`src/sv/tprd_pkg.sv`:
```
`timescale 1ns / 1ps

package tprd_pkg;

    localparam int RING_AW      = 13;
    localparam int RING_DEPTH   = 1 << RING_AW;
    localparam int BURST_FRAMES = 16;
    localparam int FRAME_CNT_W  = $clog2(BURST_FRAMES + 1);
    localparam int CREDIT_W     = 18;
    localparam int ALU_W        = CREDIT_W + 1;
    localparam int COST_W       = 14;
    localparam int BURST_SHIFT  = $clog2(BURST_FRAMES);
    localparam int CFG_IDX_W    = 2;
    localparam int CFG_DATA_W   = 12;

    localparam logic [11:0] RATE_RESET    = 12'd100;
    localparam logic [2:0]  FRAME_RESET   = 3'd1;
    localparam logic [7:0]  SILENCE_RESET = 8'h80;

    typedef enum logic [1:0] {
        OP_WRITE = 2'd0,
        OP_TICK  = 2'd1,
        OP_FLUSH = 2'd2,
        OP_NONE  = 2'd3
    } op_t;

    typedef enum logic [CFG_IDX_W-1:0] {
        CFG_RATE    = 2'd0,
        CFG_FRAME   = 2'd1,
        CFG_SILENCE = 2'd2,
        CFG_UNUSED  = 2'd3
    } cfg_idx_t;

    typedef enum logic {
        ALU_ADD = 1'b0,
        ALU_SUB = 1'b1
    } alu_op_t;

    typedef enum logic [2:0] {
        ST_IDLE,
        ST_COST,
        ST_ADD,
        ST_CAP,
        ST_CHECK,
        ST_LOOK,
        ST_RD,
        ST_EMIT
    } state_t;

    typedef struct packed {
        logic               wr_en;
        logic [RING_AW-1:0] wr_addr;
        logic [7:0]         wr_data;
        logic               rd_en;
        logic [RING_AW-1:0] rd_addr;
    } ring_req_t;

endpackage

```
`src/sv/tprd_alu.sv`:
```
`timescale 1ns / 1ps

module tprd_alu (
    input  tprd_pkg::alu_op_t               alu_op,
    input  logic [tprd_pkg::ALU_W-1:0]      a,
    input  logic [tprd_pkg::ALU_W-1:0]      b,
    output logic [tprd_pkg::ALU_W-1:0]      result,
    output logic                            ge
);

    logic                          sub;
    logic [tprd_pkg::ALU_W-1:0]    b_in;
    logic [tprd_pkg::ALU_W:0]      full;

    always_comb begin
        sub    = (alu_op == tprd_pkg::ALU_SUB);
        b_in   = sub ? ~b : b;
        full   = {1'b0, a} + {1'b0, b_in} + {{tprd_pkg::ALU_W{1'b0}}, sub};
        result = full[tprd_pkg::ALU_W-1:0];
        ge     = sub & full[tprd_pkg::ALU_W];
    end

endmodule

```
`config.mk`:
```
export PLATFORM = sky130hd
export DESIGN_NAME = tprd_alu
export DESIGN_NICKNAME = d
export VERILOG_FILES = /design/src/sv/tprd_pkg.sv /design/src/sv/tprd_alu.sv
export SDC_FILE = /design/constraint.sdc
export NUM_CORES = 1
export LEC_CHECK = 0
export ABC_AREA = 1
export BUFFER_PORTS_ARGS = -buffer_cell sky130_fd_sc_hd__buf_2
export CAP_MARGIN = 30
export CORE_MARGIN = 8
export CORE_UTILIZATION = 51
export DETAILED_ROUTE_END_ITERATION = 8
export GPL_TIMING_DRIVEN = 0
export PLACE_DENSITY = 0.85
export SLEW_MARGIN = 30
export SYNTH_ARGS = -nofsm -noshare
export SYNTH_HDL_FRONTEND = slang
export SYNTH_SLANG_ARGS = --single-unit
```
`constraint.sdc`:
```
create_clock -name vclk -period 2.6
set_input_delay 0.26 -clock vclk [all_inputs]
set_output_delay 0.26 -clock vclk [all_outputs]
set_load 0.01 [all_outputs]
```
======== After elaboration in Yosys (flattened, before gate mapping) ========
Index checks and enable logic that the tools add are counted.
operators by class
  $add $sub $neg .......................... 2
  multiplexer cells ....................... 1
  bitwise logic cells ..................... 2
operators by type and width
  kind                                       count
  19-bit by 19-bit adder with 20-bit output  1
  20-bit by 1-bit adder with 20-bit output   1
  19-bit 2-to-1 mux                          1
  19-bit NOT                                 1
  1-bit bitwise AND                          1
storage, ports and cells
  bits in registers ....................... 0
  logic and storage cells ................. 5

======== Logic depth before layout (Yosys ltp) ========
Gate-level depths: netlist of run 1.
  word-level depth ........................ 5
  depth in mapped cells ................... 14
  depth with buffers taken out ............ 12

======== Least setup slack after synthesis of run 1 ========
Ideal clock, no wire load.
  path kind ............................... input to output
  start point ............................. input alu_op
  end point ............................... output result[13] (netlist bit)
  arrival ................................. 1.799 ns
  data required time ...................... 2.340 ns
  slack ................................... 0.541 ns
  cell stages on the path ................. 12
  path buffers ............................ 2
  path through ............................ buf_4 > buf_4 > xor2_1 > ha_1 > nand2_2 > inv_1 > a21oi_2 > inv_1 > a21oi_1 > nand2_1 > nand2_1 > nand2_1
on the way
  word-level cells in the longest chain between the ends .. 3
ends and longest elaborated chain
  what                                        line            text
  from (decl)                                 tprd_alu.sv:4   input tprd_pkg::alu_op_t alu_op,
  19-bit 2-to-1 mux                           tprd_alu.sv:17  b_in = sub ? ~b : b;
  19-bit by 19-bit adder with 20-bit output   tprd_alu.sv:18  full = {1'b0, a} + {1'b0, b_in} + {{tprd_pkg::ALU_W{1'b0}}, sub};
  20-bit by 1-bit adder with 20-bit output *  tprd_alu.sv:18
  to (decl)                                   tprd_alu.sv:7   output logic [tprd_pkg::ALU_W-1:0] result,
Mark *: on every way between the ends. The rest lies on a longest branch, timed or not.

======== Worst setup path after layout of run 1 ========
Same ends and word-level chain as after synthesis.

==> results of run 1 <==
metrics by stage:
| step | hold WS [ns] | cell area, um2 |
|---|---|---|
| after floorplan | 0.596 | 1360 |
| after global placement | 0.799 | 1690 |
| after detailed placement | 0.806 | 1690 |
| after CTS | 0.807 | 1690 |
| after global routing | 0.826 | 1680 |
| final | 0.804 | 1680 |
final cells by class:
cell class,count,share of cell area [%]
timing repair buffer,59,17.6
tap,30,2.23
inverter,36,8.04
multi-input combinational,207,71.7
buffer,1,0.446
worst min-delay path by stage:
stage          start        end  slack [ns]  cells past startpoint
6_report        a[0]  result[0]        0.80                      3
5_1_grt         a[0]  result[0]        0.83                      3
4_1_cts         a[0]  result[0]        0.81                      3
3_5_place_dp    a[0]  result[0]        0.81                      3
3_3_place_gp    a[0]  result[0]        0.80                      3
2_1_floorplan   b[0]  result[0]        0.60                      1
power by group:
part | internal (mW) | switching, mW
registers | 0 | 0
clock network | 0 | 0
logic | 0.239 | 0.352
total | 0.239 | 0.352
per-layer routing:
metal	vias to the layer above	part of all wire [%]	GRT usage, %
met3	0	5.6	0.662
met4	0	0	0.522
li1	883	-	-
met1	718	46	19.9
met2	43	48	27.6
met5	-	0	0
logic make-up after synthesis:
logic type      Yosys count
xor+xnor                 28
fa+ha+maj                19
simple gates            139
compound gates           21
buf+inv                  38
placed cells by master, fill, tap and decap left out:
master / synthesis / layout
nand3_1: 16 / 16
o21ai_0: 3 / 3
nand4_1: 1 / 1
a21oi_2: 1 / 1
nand3_2: 3 / 3
xor2_1: 27 / 27
and2_4: 1 / 1
buf_4: 2 / 1
o21bai_1: 2 / 2
xnor2_1: 1 / 1
nor2_2: 3 / 3
buf_2: 0 / 59
ha_1: 18 / 18
fa_1: 1 / 1
nor2_1: 15 / 15
a21oi_1: 15 / 15
inv_1: 36 / 36
nand2_1: 89 / 89
nand3b_1: 1 / 1
nor3_1: 2 / 2
nand2_2: 6 / 6
and2_1: 2 / 2
timing repair:
item | in CTS | in global routing
endpoints found under the setup margin | 0 | 3
hold buffers | 0 | 0
endpoints found under the hold margin | 0 | 0
resized for setup | 0 | 0
==> results.sh, run 1 <==
export IMPL_antenna_found_initial=0
export IMPL_synth_area_top_cells="nand2_1, xor2_1, ha_1"
export IMPL_syn_area_mm2=0.00136
export IMPL_leakage_nw=1.07
export IMPL_crit_buf_inv=5
export IMPL_cts_setup_buffers=0
export IMPL_grt_pass1_vias=1444
export IMPL_yosysTopAreaCell="nand2_1"
export IMPL_worst_setup_path_start_kind="input pin"
export IMPL_max_vdd_ir_drop_uv=221
export IMPL_cp_startpoint="alu_op"
export IMPL_drc=0
export IMPL_overflow=0
export IMPL_slew_limit_headroom_pct=79.1
export IMPL_initial_utilization_pct=54.3
export IMPL_criticalPathCategory="in -> out"
export IMPL_syn_to_final_growth_pct=24.0
export IMPL_fin_tns_setup_ns=0
export IMPL_port_buffers=59
export IMPL_final_util_pct=67.3
export IMPL_dp_slack_ns=0.144
export IMPL_drive_above_1_share_pct=24.4
export IMPL_synthSimpleGateAreaFrac_pct=44.4
export IMPL_core_mm2=0.00250
export IMPL_die_w_um=67.6
export IMPL_end_kind="output port"
export IMPL_dp_cells=334
export IMPL_endpoint="result[13]"
export IMPL_fmax_ghz=0.423
export IMPL_syn_inst=245
export IMPL_finalHoldViolCount=0
export IMPL_avgRoutedWirePerCell_um=10.8
export IMPL_seq_area_frac_synth_pct=0
export IMPL_hold_class="in -> out"
export IMPL_die_area_mm2=0.00457
export IMPL_crit_family="buffers and inverters"
export IMPL_synthAdderAreaFrac_pct=18.1
export IMPL_pin_count=59
export IMPL_hpwl_mm=3.19
export IMPL_worst_pin_slew_ns=0.313
export IMPL_rsz0062_at_grt="no"
export IMPL_n_fill_cell=260
export IMPL_antennaDiodeCount=0
export IMPL_critPathMostFrequentCell="nand2_1"
export IMPL_first_pass_iters=5
export IMPL_synth_cell_type_count=21
export IMPL_finalWeightedCongestion=0.935
export IMPL_required_ns=2.34
export IMPL_drt_iter0_markers=57
export IMPL_grt_max_degree=11
export IMPL_synth_compound_area_share_pct=8.39
export IMPL_powerDensity_mw_per_mm2=351
export IMPL_crit_fanout=19
export IMPL_nClkBuffers=0
export IMPL_muxShareOfSynthArea_pct=0
export IMPL_drt_wl_total_mm=3.60
export IMPL_instances_no_fill=333
export IMPL_synth_top_cell_area_share_pct=24.6
export IMPL_drv_slew=0
export IMPL_synth_xor_area_share_pct=18.1
export IMPL_grt_pass1_wl_mm=5.91
export IMPL_fp_dieH_um=67.6
export IMPL_synthesis_nets=303
export IMPL_critPathSlowestCell="ha_1"
export IMPL_period_needed_ns=2.36
export IMPL_multi_input_area_mm2=0.00121
export IMPL_crit_chain="buf_2, buf_4, xor2_1, ha_1, nand2_2, inv_1, a21oi_2, inv_1, a21oi_1, nand2_1, nand2_1, nand2_1, buf_2"
export IMPL_seq_area_um2=0
export IMPL_synth_top_family_by_area="simple AND/OR/NAND/NOR gates"
export IMPL_cap_viol_max_count=0
export IMPL_setup_ws_ns=0.236
export IMPL_yosysMostFrequentCell="nand2_1"
export IMPL_max_stage_delay_ns=0.32
export IMPL_synth_common_cells="nand2_1, inv_1, xor2_1"
export IMPL_viasPerCell=4.94
export IMPL_setup_violations=0
export IMPL_final_nets=363
export IMPL_arrival_ns=2.10
export IMPL_grt_use_total_pct=15.1
export IMPL_cp_depth=13
export IMPL_vias=1644
export IMPL_yosys_warnings=0
export IMPL_seq_cell_count=0
export IMPL_fin_total_pwr_mw=0.590
export IMPL_rows=18
export IMPL_status="complete, no violations"
export IMPL_avgSynthCellArea_um2=5.54
export IMPL_fin_crit_sh_pct=90.9
export IMPL_postRouteAntennaNets=0
Note: power is estimated with default switching activity, not from simulation.
==> inputs of run 2 (changes only) <==
ABC_AREA = unset   (was 1)
PLACE_DENSITY = 0.95   (was 0.85)
==> results.sh, run 2 <==
export IMPL_drc=0
export IMPL_leakage_nw=1.10
export IMPL_die_area_mm2=0.00447
export IMPL_yosysMostFrequentCell="xor2_1"
export IMPL_seq_area_frac_synth_pct=0
export IMPL_first_pass_iters=7
export IMPL_pwr_share_comb_pct=100.0
export IMPL_pin_count=59
export IMPL_crit_fanout=5
export IMPL_synth_area_top_cells="xor2_1, ha_1, a21oi_1"
export IMPL_routed_top_layer="met4"
export IMPL_antennaDiodeCount=0
export IMPL_drt_met1_wl_mm=2.83
export IMPL_fin_total_pwr_mw=1.05
export IMPL_hold_class="in -> out"
export IMPL_fmax_ghz=0.309
export IMPL_final_nets=331
export IMPL_whs_path_depth=3
export IMPL_layout_common_cells="buf_2, buf_4, xor2_1, ha_1, nand2_1"
export IMPL_max_stage_delay_ns=0.53
export IMPL_rows=18
export IMPL_postLayoutCellArea_mm2=0.00230
export IMPL_vias=2326
export IMPL_end_kind="output port"
export IMPL_cap_viol_max_count=0
export IMPL_arrival_ns=2.98
export IMPL_n_fill_cell=88
export IMPL_ctsHoldBuffers=0
export IMPL_worst_pin_slew_ns=0.499
export IMPL_met3_length_mm=1.21
export IMPL_avgRoutedWirePerCell_um=28.3
export IMPL_grt_pass1_vias=1815
export IMPL_crit_buf_inv=3
export IMPL_holdPathEnd="result[0]"
export IMPL_fin_crit_sh_pct=124
export IMPL_violations="setup timing"
export IMPL_antenna_found_initial=0
export IMPL_rsz0062_at_grt="yes"
export IMPL_crit_family="compound AO/OA/AOI/OAI gates"
export IMPL_nClkBuffers=0
export IMPL_viasPerCell=7.73
export IMPL_yosys_warnings=0
export IMPL_hold_start="a[0]"
export IMPL_crit_chain="buf_8, bufbuf_16, xor2_1, ha_1, o211ai_1, o211ai_1, a311oi_2, o41ai_2, xor2_1, buf_2"
export IMPL_swShare_pct=57.7
export IMPL_overflow=0
export IMPL_core_mm2=0.00245
export IMPL_synth_top_cell_area_share_pct=17.9
export IMPL_final_common_cell="buf_2"
export IMPL_hpwl_mm=3.41
export IMPL_slew_limit_headroom_pct=66.4
export IMPL_clkPwrFrac_pct=0
export IMPL_powerDensity_mw_per_mm2=458
export IMPL_postRouteAntennaNets=0
export IMPL_seqPwrFrac_pct=0
export IMPL_p_switching_mw=0.608
export IMPL_port_buffers=59
export IMPL_grt_use_total_pct=22.5
export IMPL_period_needed_ns=3.24
export IMPL_fp_dieH_um=66.9
export IMPL_syn_to_final_growth_pct=74.1
export IMPL_synth_cell_type_count=44
export IMPL_avgSynthCellArea_um2=7.41
export IMPL_initial_utilization_pct=53.7
export IMPL_drv_slew=0
export IMPL_met2_length_mm=3.60
export IMPL_place_area_mm2=0.00167
export IMPL_synthesis_nets=236
export IMPL_grt_pass1_wl_mm=8.21
export IMPL_syn_area_mm2=0.00132
export IMPL_status="complete, but fails checks"
export IMPL_setup_ws_ns=-0.636
export IMPL_syn_inst=178
export IMPL_drt_iter0_markers=387
export IMPL_p_int_mw=0.445
export IMPL_worst_setup_path_start_kind="input pin"
export IMPL_criticalPathCategory="in -> out"
export IMPL_drt_wl_total_mm=8.52
export IMPL_required_ns=2.34
export IMPL_synth_common_cells="xor2_1, ha_1, a21oi_1"
export IMPL_seq_area_um2=0
export IMPL_finalHoldViolCount=0
export IMPL_max_vdd_ir_drop_uv=387
export IMPL_setup_violations=12
export IMPL_critPathSlowestCell="o41ai_2"
export IMPL_finalWeightedCongestion=0.883
export IMPL_yosysTopAreaCell="xor2_1"
export IMPL_grt_max_degree=11
export IMPL_die_w_um=66.9
export IMPL_drive_above_1_share_pct=52.4
export IMPL_seq_cell_count=0
-- run 2: cell count changes after synthesis, moves of 7 or more --
cell,change
a21o_1,+8
inv_1,-30
nand2_1,-78
nor2_1,-7
nand3_1,-8
-- run 2: kinds of logic after synthesis --
logic type | share of synthesized area (%)
buffers and inverters | 4.84
muxes | 1.99
AOI/OAI and AO/OA | 36.3
xor gates and xnor gates | 21.3
and+or+nand+nor | 17.0
adders and majority gates | 18.6
-- run 2: worst max-delay path by stage --
| stage | end | cells past startpoint | startpoint |
|---|---|---|---|
| after floorplan | result[14] | 10 | alu_op |
| after detailed placement | result[18] | 12 | alu_op |
| final | result[18] | 10 | alu_op |
| after CTS | result[15] | 11 | alu_op |
| after global routing | result[18] | 10 | alu_op |
| after global placement | result[18] | 12 | alu_op |
-- run 2: routing by layer --
layer,vias up,global-route usage (%)
met5,-,0
met4,0,7.57
met3,106,3.19
met2,298,41.9
met1,1052,25.1
li1,870,-
-- run 2: through the flow --
| stage | instances | hold slack, ns | utilization [%] | TNS (ns) | setup slack [ns] |
|---|---|---|---|---|---|
| after CTS | 276 | 0.818 | 78.3 | -0.00217 | -0.00217 |
| after global placement | 267 | 0.807 | 67.9 | -3.44 | -0.489 |
| after global routing | 301 | 0.852 | 93.5 | -3.87 | -0.894 |
| after detailed placement | 267 | 0.817 | 67.9 | -3.88 | -0.522 |
| final | 301 | 0.846 | 93.5 | -2.63 | -0.636 |
| after floorplan | 178 | 0.596 | - | 0 | 0.0588 |
-- run 2: power by group through the flow --
stage	registers, mW	clock network, mW	logic [mW]
after floorplan	0	0	0.452
after global routing	0	0	1.08
after detailed placement	0	0	0.656
after CTS	0	0	0.758
final	0	0	1.05
after global placement	0	0	0.638
-- run 2: layout make-up --
| type | instances | area, um2 | area share, % |
|---|---|---|---|
| multi-input cells | 163 | 1530 | 66.8 |
| inverters | 6 | 22.5 | 0.981 |
| well taps | 30 | 37.5 | 1.63 |
| repair buffers | 93 | 609 | 26.5 |
| plain buffers | 9 | 93.8 | 4.09 |
-- run 2: repair_timing --
action | 4_1_cts | 5_1_grt
endpoints found under the setup margin | 12 | 10
setup buffers | 8 | 25
pin swaps | 16 | 29
cloned | 1 | 0
gates resized for setup | 40 | 36
==> inputs of run 3 (changes only) <==
SKIP_LAST_GASP = 1   (was unset)
==> results.sh, run 3 (synthesis gave the netlist of run 2 again) <==
export IMPL_endpoint="result[18]"
export IMPL_postRouteAntennaNets=0
export IMPL_place_area_mm2=0.00167
export IMPL_grt_pass1_vias=1815
export IMPL_instances_no_fill=301
export IMPL_fin_crit_sh_pct=124
export IMPL_antennaDiodeCount=0
export IMPL_layout_common_cells="buf_2, buf_4, xor2_1, ha_1, nand2_1"
export IMPL_grt_use_total_pct=22.5
export IMPL_period_needed_ns=3.21
export IMPL_end_kind="output port"
export IMPL_setup_ws_ns=-0.612
export IMPL_syn_to_final_growth_pct=74.1
export IMPL_max_vdd_ir_drop_uv=391
export IMPL_die_area_mm2=0.00447
export IMPL_hold_start="a[0]"
export IMPL_crit_chain="buf_8, bufbuf_16, xor2_1, ha_1, o211ai_1, o211ai_1, a311oi_2, o41ai_2, xor2_1, buf_2"
export IMPL_die_w_um=66.9
export IMPL_fmax_ghz=0.311
export IMPL_dp_slack_ns=-0.522
export IMPL_final_nets=331
export IMPL_viasPerCell=7.67
export IMPL_max_stage_delay_ns=0.54
export IMPL_cap_viol_max_count=0
export IMPL_arrival_ns=2.95
export IMPL_vias=2309
export IMPL_grt_max_degree=11
export IMPL_initial_utilization_pct=53.7
export IMPL_pin_count=59
export IMPL_finalWeightedCongestion=0.883
export IMPL_status="complete, but fails checks"
export IMPL_hold_class="in -> out"
export IMPL_fp_dieH_um=66.9
export IMPL_rows=18
export IMPL_worst_pin_slew_ns=0.513
export IMPL_fin_tns_setup_ns=-2.88
export IMPL_finalHoldViolCount=0
export IMPL_slew_limit_headroom_pct=65.4
export IMPL_setup_violations=12
export IMPL_drc=0
export IMPL_drt_iter0_markers=392
export IMPL_drv_slew=0
export IMPL_rsz0062_at_grt="yes"
export IMPL_hpwl_mm=3.41
export IMPL_postLayoutCellArea_mm2=0.00230
export IMPL_criticalPathCategory="in -> out"
export IMPL_critPathSlowestCell="o41ai_2"
export IMPL_overflow=0
export IMPL_dp_cells=267
export IMPL_seq_area_um2=0
export IMPL_port_buffers=59
export IMPL_worst_setup_path_start_kind="input pin"
export IMPL_powerDensity_mw_per_mm2=459
export IMPL_core_mm2=0.00245
export IMPL_avgRoutedWirePerCell_um=28.3
export IMPL_leakage_nw=1.10
export IMPL_nClkBuffers=0
export IMPL_violations="setup timing"
export IMPL_required_ns=2.34
export IMPL_cp_startpoint="alu_op"
export IMPL_crit_fanout=5
export IMPL_final_util_pct=93.5
export IMPL_grt_pass1_wl_mm=8.21
export IMPL_antenna_found_initial=0
export IMPL_drive_above_1_share_pct=52.4
export IMPL_first_pass_iters=6
export IMPL_drt_wl_total_mm=8.52
export IMPL_seq_cell_count=0
export IMPL_fin_total_pwr_mw=1.05
export IMPL_final_common_cell="buf_2"
export IMPL_ctsHoldBuffers=0
export IMPL_holdWs_ns=0.849
-- run 3: cell counts in the layout (fill, tap and decap cells not counted) --
No cell type changed its count.
-- run 3: worst max-delay path, delay by kind of cell --
kind,cells,cell delay [ns]
compound gates,4,1.38
buf+inv,3,0.56
xor+xnor,2,0.39
fa+ha+maj,1,0.36
-- run 3: power by group --
group / leakage [nW] / internal (mW) / switching, mW
sequential: 0 / 0 / 0
clock: 0 / 0 / 0
combinational: 1.10 / 0.445 / 0.608
total: 1.10 / 0.445 / 0.608
-- run 3: worst min-delay path by stage --
stage	end	cells after the start
after floorplan	result[0]	1
after global placement	result[0]	3
after detailed placement	result[0]	3
after CTS	result[0]	3
after global routing	result[0]	3
final	result[0]	3
-- run 3: cell type report --
class / count / area, um2
Multi-Input combinational cell: 163 / 1530
Timing Repair Buffer: 93 / 609
Fill cell: 88 / 159
Buffer: 9 / 93.8
Tap cell: 30 / 37.5
Inverter: 6 / 22.5
-- run 3: timing repair --
action	CTS	global route
gates cloned	1	0
hold endpoints to repair	0	0
pin swaps	16	29
resized for setup	40	35
endpoints found under the setup margin	12	10
buffers inserted	8	25
-- run 3: routing by layer --
layer  global-route usage (%)  up-vias  wire length, um
met4                     7.57        0              839
met3                     3.19      110             1240
met5                        0        -                0
met1                     25.1     1026             2830
li1                         -      871                -
met2                     41.9      302             3610
